File: src/design/pamt_pkg.sv
// ---------------------------------------------------------------------------
// pamt_pkg: shared types and constants for the page alias mapping table
// Sizes, request and status codes, payload structs and controller commands.
// ---------------------------------------------------------------------------
`default_nettype none

package pamt_pkg;

   localparam int NUM_FRAMES      = 256;
   localparam int SLOTS_PER_FRAME = 32;
   localparam int TOTAL_SLOTS     = NUM_FRAMES * SLOTS_PER_FRAME;
   localparam int FW              = $clog2(NUM_FRAMES);
   localparam int SW              = $clog2(SLOTS_PER_FRAME);
   localparam int PW              = SW + 1;
   localparam int AW              = $clog2(TOTAL_SLOTS);
   localparam int CW              = $clog2(SLOTS_PER_FRAME + 1);
   localparam int SLOT_BITS       = 16 + 32 + PW;

   typedef enum logic [1:0] {
      REQ_GET     = 2'd0,
      REQ_ALIAS   = 2'd1,
      REQ_REVOKE  = 2'd2,
      REQ_RELEASE = 2'd3
   } rtype_type;

   typedef enum logic [2:0] {
      CODE_OK        = 3'd0,
      CODE_NO_FRAME  = 3'd1,
      CODE_REFUSED   = 3'd2,
      CODE_NO_SOURCE = 3'd3,
      CODE_NO_SLOT   = 3'd4,
      CODE_NOT_FOUND = 3'd5
   } code_type;

   typedef struct packed {
      logic [1:0]  req_type;
      logic [15:0] owner;
      logic [31:0] vaddr;
      logic [15:0] dest_owner;
      logic [31:0] dest_vaddr;
      logic        grant_ok;
   } req_item_type;

   typedef struct packed {
      logic [2:0]  status;
      logic [31:0] mapped_vaddr;
      logic [7:0]  frame;
      logic [4:0]  slot;
      logic        is_revoke;
      logic [15:0] revoke_owner;
      logic [31:0] revoke_vaddr;
      logic        last;
   } rsp_item_type;

   typedef struct packed {
      logic [15:0]   owner;
      logic [31:0]   vaddr;
      logic [PW-1:0] parent;
   } slot_type;

   typedef enum logic [4:0] {
      OP_HOLD,
      OP_CLEAR,
      OP_LOAD,
      OP_NEXT_FR,
      OP_NEXT_SL,
      OP_CHK_CNT,
      OP_HIT,
      OP_CAP_NEXT,
      OP_WALK_INIT,
      OP_WALK_STEP,
      OP_KILL,
      OP_EMIT_ZERO,
      OP_EMIT_FR,
      OP_EMIT_FS,
      OP_EMIT_FD,
      OP_GET_WR,
      OP_ALIAS_WR,
      OP_REV_DONE,
      OP_REL_DONE
   } op_type;

   typedef struct packed {
      op_type   op;
      code_type code;
   } cmd_type;

   typedef struct packed {
      rtype_type rtype;
      logic      clr_last;
      logic      cnt_zero;
      logic      match;
      logic      slot_free;
      logic      sl_is_s;
      logic      sl_last;
      logic      fr_last;
      logic      get_bad;
      logic      src_bad;
      logic      dst_bad;
      logic      grant_ok;
      logic      skip;
      logic      w_stop;
      logic      w_hit;
      logic      w_exh;
   } stat_type;

   typedef enum logic [4:0] {
      S_CLEAR,
      S_IDLE,
      S_DISPATCH,
      S_GF_RD,
      S_GF_CK,
      S_FM_CRD,
      S_FM_CCK,
      S_FM_SRD,
      S_FM_SCK,
      S_AL_RD,
      S_AL_CK,
      S_LD_RD,
      S_LD_CAP,
      S_WK_CHILD,
      S_WK_STEP,
      S_FIN
   } state_type;

endpackage

`default_nettype wire

File: src/design/pamt_ctrl.sv
// ---------------------------------------------------------------------------
// pamt_ctrl: request sequencer
// Clears the table after reset, then steps each request through its scans.
// ---------------------------------------------------------------------------
`default_nettype none

module pamt_ctrl (
   input  wire logic               clock,
   input  wire logic               reset,
   input  wire logic               start,
   output      logic               busy,
   input  wire pamt_pkg::stat_type stat,
   output      pamt_pkg::cmd_type  cmd
);

   pamt_pkg::state_type state_ff;
   pamt_pkg::state_type state_in;
   pamt_pkg::code_type  nf_code;

   always_ff @(posedge clock) begin
      if (reset) begin
         state_ff <= pamt_pkg::S_CLEAR;
      end else begin
         state_ff <= state_in;
      end
   end

   assign busy    = state_ff != pamt_pkg::S_IDLE;
   assign nf_code = (stat.rtype == pamt_pkg::REQ_ALIAS) ? pamt_pkg::CODE_NO_SOURCE
                                                        : pamt_pkg::CODE_NOT_FOUND;

   always_comb begin
      state_in = state_ff;
      cmd.op   = pamt_pkg::OP_HOLD;
      cmd.code = pamt_pkg::CODE_OK;
      unique case (state_ff)
         pamt_pkg::S_CLEAR: begin
            cmd.op = pamt_pkg::OP_CLEAR;
            if (stat.clr_last) state_in = pamt_pkg::S_IDLE;
         end
         pamt_pkg::S_IDLE: begin
            if (start) begin
               cmd.op   = pamt_pkg::OP_LOAD;
               state_in = pamt_pkg::S_DISPATCH;
            end
         end
         pamt_pkg::S_DISPATCH: begin
            priority if (stat.rtype == pamt_pkg::REQ_GET) begin
               if (stat.get_bad) begin
                  cmd.op   = pamt_pkg::OP_EMIT_ZERO;
                  cmd.code = pamt_pkg::CODE_REFUSED;
                  state_in = pamt_pkg::S_IDLE;
               end else begin
                  state_in = pamt_pkg::S_GF_RD;
               end
            end else if (stat.src_bad) begin
               cmd.op   = pamt_pkg::OP_EMIT_ZERO;
               cmd.code = nf_code;
               state_in = pamt_pkg::S_IDLE;
            end else begin
               state_in = pamt_pkg::S_FM_CRD;
            end
         end
         pamt_pkg::S_GF_RD: state_in = pamt_pkg::S_GF_CK;
         pamt_pkg::S_GF_CK: begin
            priority if (stat.cnt_zero) begin
               if (stat.grant_ok) begin
                  cmd.op = pamt_pkg::OP_GET_WR;
               end else begin
                  cmd.op   = pamt_pkg::OP_EMIT_FR;
                  cmd.code = pamt_pkg::CODE_REFUSED;
               end
               state_in = pamt_pkg::S_IDLE;
            end else if (stat.fr_last) begin
               cmd.op   = pamt_pkg::OP_EMIT_ZERO;
               cmd.code = pamt_pkg::CODE_NO_FRAME;
               state_in = pamt_pkg::S_IDLE;
            end else begin
               cmd.op   = pamt_pkg::OP_NEXT_FR;
               state_in = pamt_pkg::S_GF_RD;
            end
         end
         pamt_pkg::S_FM_CRD: state_in = pamt_pkg::S_FM_CCK;
         pamt_pkg::S_FM_CCK: begin
            priority if (!stat.cnt_zero) begin
               cmd.op   = pamt_pkg::OP_CHK_CNT;
               state_in = pamt_pkg::S_FM_SRD;
            end else if (stat.fr_last) begin
               cmd.op   = pamt_pkg::OP_EMIT_ZERO;
               cmd.code = nf_code;
               state_in = pamt_pkg::S_IDLE;
            end else begin
               cmd.op   = pamt_pkg::OP_NEXT_FR;
               state_in = pamt_pkg::S_FM_CRD;
            end
         end
         pamt_pkg::S_FM_SRD: state_in = pamt_pkg::S_FM_SCK;
         pamt_pkg::S_FM_SCK: begin
            priority if (stat.match) begin
               cmd.op   = pamt_pkg::OP_HIT;
               state_in = (stat.rtype == pamt_pkg::REQ_ALIAS) ? pamt_pkg::S_AL_RD
                                                              : pamt_pkg::S_LD_RD;
            end else if (!stat.sl_last) begin
               cmd.op   = pamt_pkg::OP_NEXT_SL;
               state_in = pamt_pkg::S_FM_SRD;
            end else if (stat.fr_last) begin
               cmd.op   = pamt_pkg::OP_EMIT_ZERO;
               cmd.code = nf_code;
               state_in = pamt_pkg::S_IDLE;
            end else begin
               cmd.op   = pamt_pkg::OP_NEXT_FR;
               state_in = pamt_pkg::S_FM_CRD;
            end
         end
         pamt_pkg::S_AL_RD: state_in = pamt_pkg::S_AL_CK;
         pamt_pkg::S_AL_CK: begin
            priority if (stat.slot_free && !stat.sl_is_s) begin
               if (stat.dst_bad) begin
                  cmd.op   = pamt_pkg::OP_EMIT_FD;
                  cmd.code = pamt_pkg::CODE_REFUSED;
               end else begin
                  cmd.op = pamt_pkg::OP_ALIAS_WR;
               end
               state_in = pamt_pkg::S_IDLE;
            end else if (stat.sl_last) begin
               cmd.op   = pamt_pkg::OP_EMIT_FS;
               cmd.code = pamt_pkg::CODE_NO_SLOT;
               state_in = pamt_pkg::S_IDLE;
            end else begin
               cmd.op   = pamt_pkg::OP_NEXT_SL;
               state_in = pamt_pkg::S_AL_RD;
            end
         end
         pamt_pkg::S_LD_RD: state_in = pamt_pkg::S_LD_CAP;
         pamt_pkg::S_LD_CAP: begin
            cmd.op   = pamt_pkg::OP_CAP_NEXT;
            state_in = stat.sl_last ? pamt_pkg::S_WK_CHILD : pamt_pkg::S_LD_RD;
         end
         pamt_pkg::S_WK_CHILD: begin
            if (stat.skip) begin
               cmd.op   = pamt_pkg::OP_NEXT_SL;
               state_in = stat.sl_last ? pamt_pkg::S_FIN : pamt_pkg::S_WK_CHILD;
            end else begin
               cmd.op   = pamt_pkg::OP_WALK_INIT;
               state_in = pamt_pkg::S_WK_STEP;
            end
         end
         pamt_pkg::S_WK_STEP: begin
            priority if (stat.w_stop) begin
               cmd.op   = pamt_pkg::OP_NEXT_SL;
               state_in = stat.sl_last ? pamt_pkg::S_FIN : pamt_pkg::S_WK_CHILD;
            end else if (stat.w_hit) begin
               cmd.op   = pamt_pkg::OP_KILL;
               state_in = stat.sl_last ? pamt_pkg::S_FIN : pamt_pkg::S_WK_CHILD;
            end else if (stat.w_exh) begin
               cmd.op   = pamt_pkg::OP_NEXT_SL;
               state_in = stat.sl_last ? pamt_pkg::S_FIN : pamt_pkg::S_WK_CHILD;
            end else begin
               cmd.op = pamt_pkg::OP_WALK_STEP;
            end
         end
         pamt_pkg::S_FIN: begin
            cmd.op   = (stat.rtype == pamt_pkg::REQ_RELEASE) ? pamt_pkg::OP_REL_DONE
                                                             : pamt_pkg::OP_REV_DONE;
            state_in = pamt_pkg::S_IDLE;
         end
         default: state_in = pamt_pkg::S_IDLE;
      endcase
   end

endmodule

`default_nettype wire

File: config.mk
export PLATFORM = sky130hd
export DESIGN_NAME = pamt_ctrl
export DESIGN_NICKNAME = d
export VERILOG_FILES = /design/src/design/pamt_pkg.sv /design/src/design/pamt_ctrl.sv
export SDC_FILE = /design/constraint.sdc
export NUM_CORES = 1
export LEC_CHECK = 0
export CORE_MARGIN = 1
export CORE_UTILIZATION = 56
export DETAILED_ROUTE_END_ITERATION = 7
export DONT_BUFFER_PORTS = 1
export GPL_ROUTABILITY_DRIVEN = 0
export PLACE_DENSITY = 0.74
export SYNTH_ARGS = -nofsm -noshare
export SYNTH_HDL_FRONTEND = slang
export SYNTH_SLANG_ARGS = --single-unit
File: constraint.sdc
create_clock -name clock -period 1.4 [get_ports clock]
set_clock_uncertainty 0.05 [all_clocks]
set_input_delay 0.07 -clock clock [delete_from_list [all_inputs] [get_ports clock]]
set_output_delay 0.07 -clock clock [all_outputs]
set_load 0.05 [all_outputs]
==> impl_results.md <==
* Status: finished, violations left
* Failing checks: negative setup slack
* Synth area leaders: dfxtp_1 8.9%, nand2_1 5.9%, a21oi_1 5.6%
* Clk buf depth at 2
* RSZ-0062 raised after global routing: true
* CTS clock-pin slew for the worst setup and hold paths at around 0.04 ns
* DP HPWL at around 2400 um
* Drt drc at 0
* Largest registers: state_ff (4)
* Initial DRC Count at about 150
* Setup crit start kind: register
* Min-Delay Path Class: input port to register
* Highest Clock Rate at around 0.51 GHz
* Worst path slowest cell: dfxtp_2
* Slew Limit Headroom at 72.8%
* Die width at 42.0 um
* Vias/cell at slightly below 8
* Pre-CTS setup slack at -0.259 ns
* Cells after Synth at between 100 and 150
* Post-synth ARST share at 0%
* Synth Area per Inst at 6.75 sq um
* WS Path Type: register to output port
* Post-synth top cells: 14 x nand2_1, 10 x a21oi_1, 9 x nor2_1
* Worst R2R Path Depth at 6
* Hold Path Stages at 3
* Final Cycle Share at 140%
* I/O Buffers at 0
* Initial antenna violation count at 0
* TritonCTS buffer count at 3
* GR peak layer: met2
* Arr. time, crit path at ~1.8 ns
* Routed vias at between 1,000 and 1,500
* Top-count cell post-synth: nand2_1
* IO Pins at 29
* Number of enable flip-flop cells after synthesis at 0
* Share of post-route cells with drive strength above 1 at 41.1%
* Crit path cell chain: buf_6, and4bb_2, nand3_1, o311a_1, nand4_1, buf_12
* Lkg Pwr at ~0.51 nW
* Worst flop-to-flop path endpoint: state_ff[1]
* FP Rows at 14
* Final Non-Filler Cells at approximately 170
* CTS tree: yes
* Overall power at ~490 uW
* Crit path largest cell delay at 0.35 ns
* Placed insts at approximately 170
* Initial Utilization at about three fifths
* Top_reg_cell synth: dfxtp_1
* Post-route setup slack at -0.556 ns
* Global-route wire length before repair at 5310 um
* Syn Nets at approximately 150
* Placed cell area at roughly 1200 sq um
* GRT overflow at 0
* # fillers at 60
* Max-cap violation count at 0
* # nets final at 180
* ANT nets after route at 0
* Sequential element share of the synthesized area at 8.93%
* Distinct cells, synth at just over 50
* Number of global-route vias before repair at approximately 1,200
* WHS Endpoint: state_ff[2]
* Yosys reg bits at 4
* Diode count at 0
* Dominant cell type by area after synthesis: dfxtp_1
* Max reg flops at 4
* CTS root buf: clkbuf_4
* Design Area, Final at 1400 sq um
* Tightest Pin Transition at roughly 0.4 ns
* CTS Sinks at 4
* Crit. End Element: output port
* WL/cell at between 20 and 25 um
* Final Hold Vio Count at 0
* Worst R2R Start: state_ff[2]
* Largest net degree at the start of global routing at 18
* Hold Crit Start: reset
* Peak fanout along the critical path at 17
* FF-to-FF setup slack at -0.43 ns
* Synthesis-to-layout area growth at 55.5%
* Routed WL at around 4100 um
* GR Util met3 at under 10%
* TNS Setup at -4.48 ns
* Die Area at 1770 sq um
* Largest reg by FF count: state_ff
* Pwr/cell area at roughly 350 nW/um^2
* Final setup viols at 12
* H-tree depth at 1
* Min Tclk post-route at approximately 2.0 ns
* Maximum vdd drop at about 390 uV
* Max-slew violations at 0
* Top-area cell type share of the netlist area at around 8.9%
* 1st-pass router iterations at 5
* Met2 Resource Use GR at between 60% and 70%
* WP data required at between 1 and 1.5 ns
* Hold slack at about 0.043 ns
* Die height at 42.0 um
* Mapped cell area at 897 sq um
* Ys Warns at 0
* CORE AREA at about 1500 sq um
* Grt met1 use at between 50% and 60%
* Tot GR Track Use at 38.2%
* Clk_lat worst skew at approximately 0.24 ns
* Layout Utilization at between 90% and 100%
layout make-up:
class	count	area [sq um]	area share, %
clock buffers	3	22.5	1.61
repair buffers	34	327	23.4
inverters	7	26.3	1.88
well taps	16	20.0	1.43
multi-input cells	110	916	65.7
flip-flops and latches	4	83.8	6.01
routing by layer:
layer | wire [um] | part of all wire, %
met1 | 1440 | 35
met2 | 1940 | 47
met3 | 490 | 12
met4 | 275 | 6.6
met5 | 0 | 0
report_power, final:
| group | total [mW] | internal [mW] | switching, mW |
|---|---|---|---|
| logic | 0.225 | 0.0885 | 0.136 |
| clock network | 0.146 | 0.0961 | 0.0501 |
| registers | 0.122 | 0.118 | 0.00361 |
| total | 0.493 | 0.303 | 0.190 |
cell families (layout without fill, tap and decap cells):
group | count (synthesis) | count (layout) | synth area share [%]
mux | 1 | 1 | 1.26
buf+inv | 19 | 44 | 10.0
flops | 4 | 4 | 8.93
xor+xnor | 1 | 1 | 0.976
compound gates | 49 | 49 | 42.7
simple gates | 59 | 59 | 36.1
timing repair:
action,in CTS,in global routing
setup buffers,1,3
hold buffers,1,0
gates cloned,0,0
hold endpoints to repair,4,0
endpoints found under the setup margin,12,12
pin swaps,4,7
gates resized for setup,11,10
cell usage in the layout, fill, tap and decap left out, types with 5 or more instances in the layout:
cell,Yosys,final
inv_1,7,7
nand2_1,14,14
a21oi_1,10,8
buf_6,1,5
buf_4,1,24
nor2b_1,5,5
nor2_1,9,7
o21ai_0,6,5
worst max-delay path by stage:
stage	startpoint	cells after the start	slack [ns]	to
6_report	state_ff[2]	6	-0.56	cmd[4]
5_1_grt	state_ff[2]	6	-0.61	cmd[4]
4_1_cts	state_ff[2]	5	-0.51	cmd[1]
3_5_place_dp	state_ff[2]	5	-0.26	state_ff[1]
3_3_place_gp	state_ff[2]	4	-0.23	cmd[5]
2_1_floorplan	state_ff[2]	4	-0.65	cmd[1]
critical path, delay by kind of cell (launching register included):
| kind | cells | cell delay [ns] |
|---|---|---|
| AOI/OAI and AO/OA | 1 | 0.22 |
| buffers and inverters | 2 | 0.41 |
| DFF | 1 | 0.35 |
| and+or+nand+nor | 3 | 0.61 |
No activity file was read; power rests on OpenSTA's default activity.
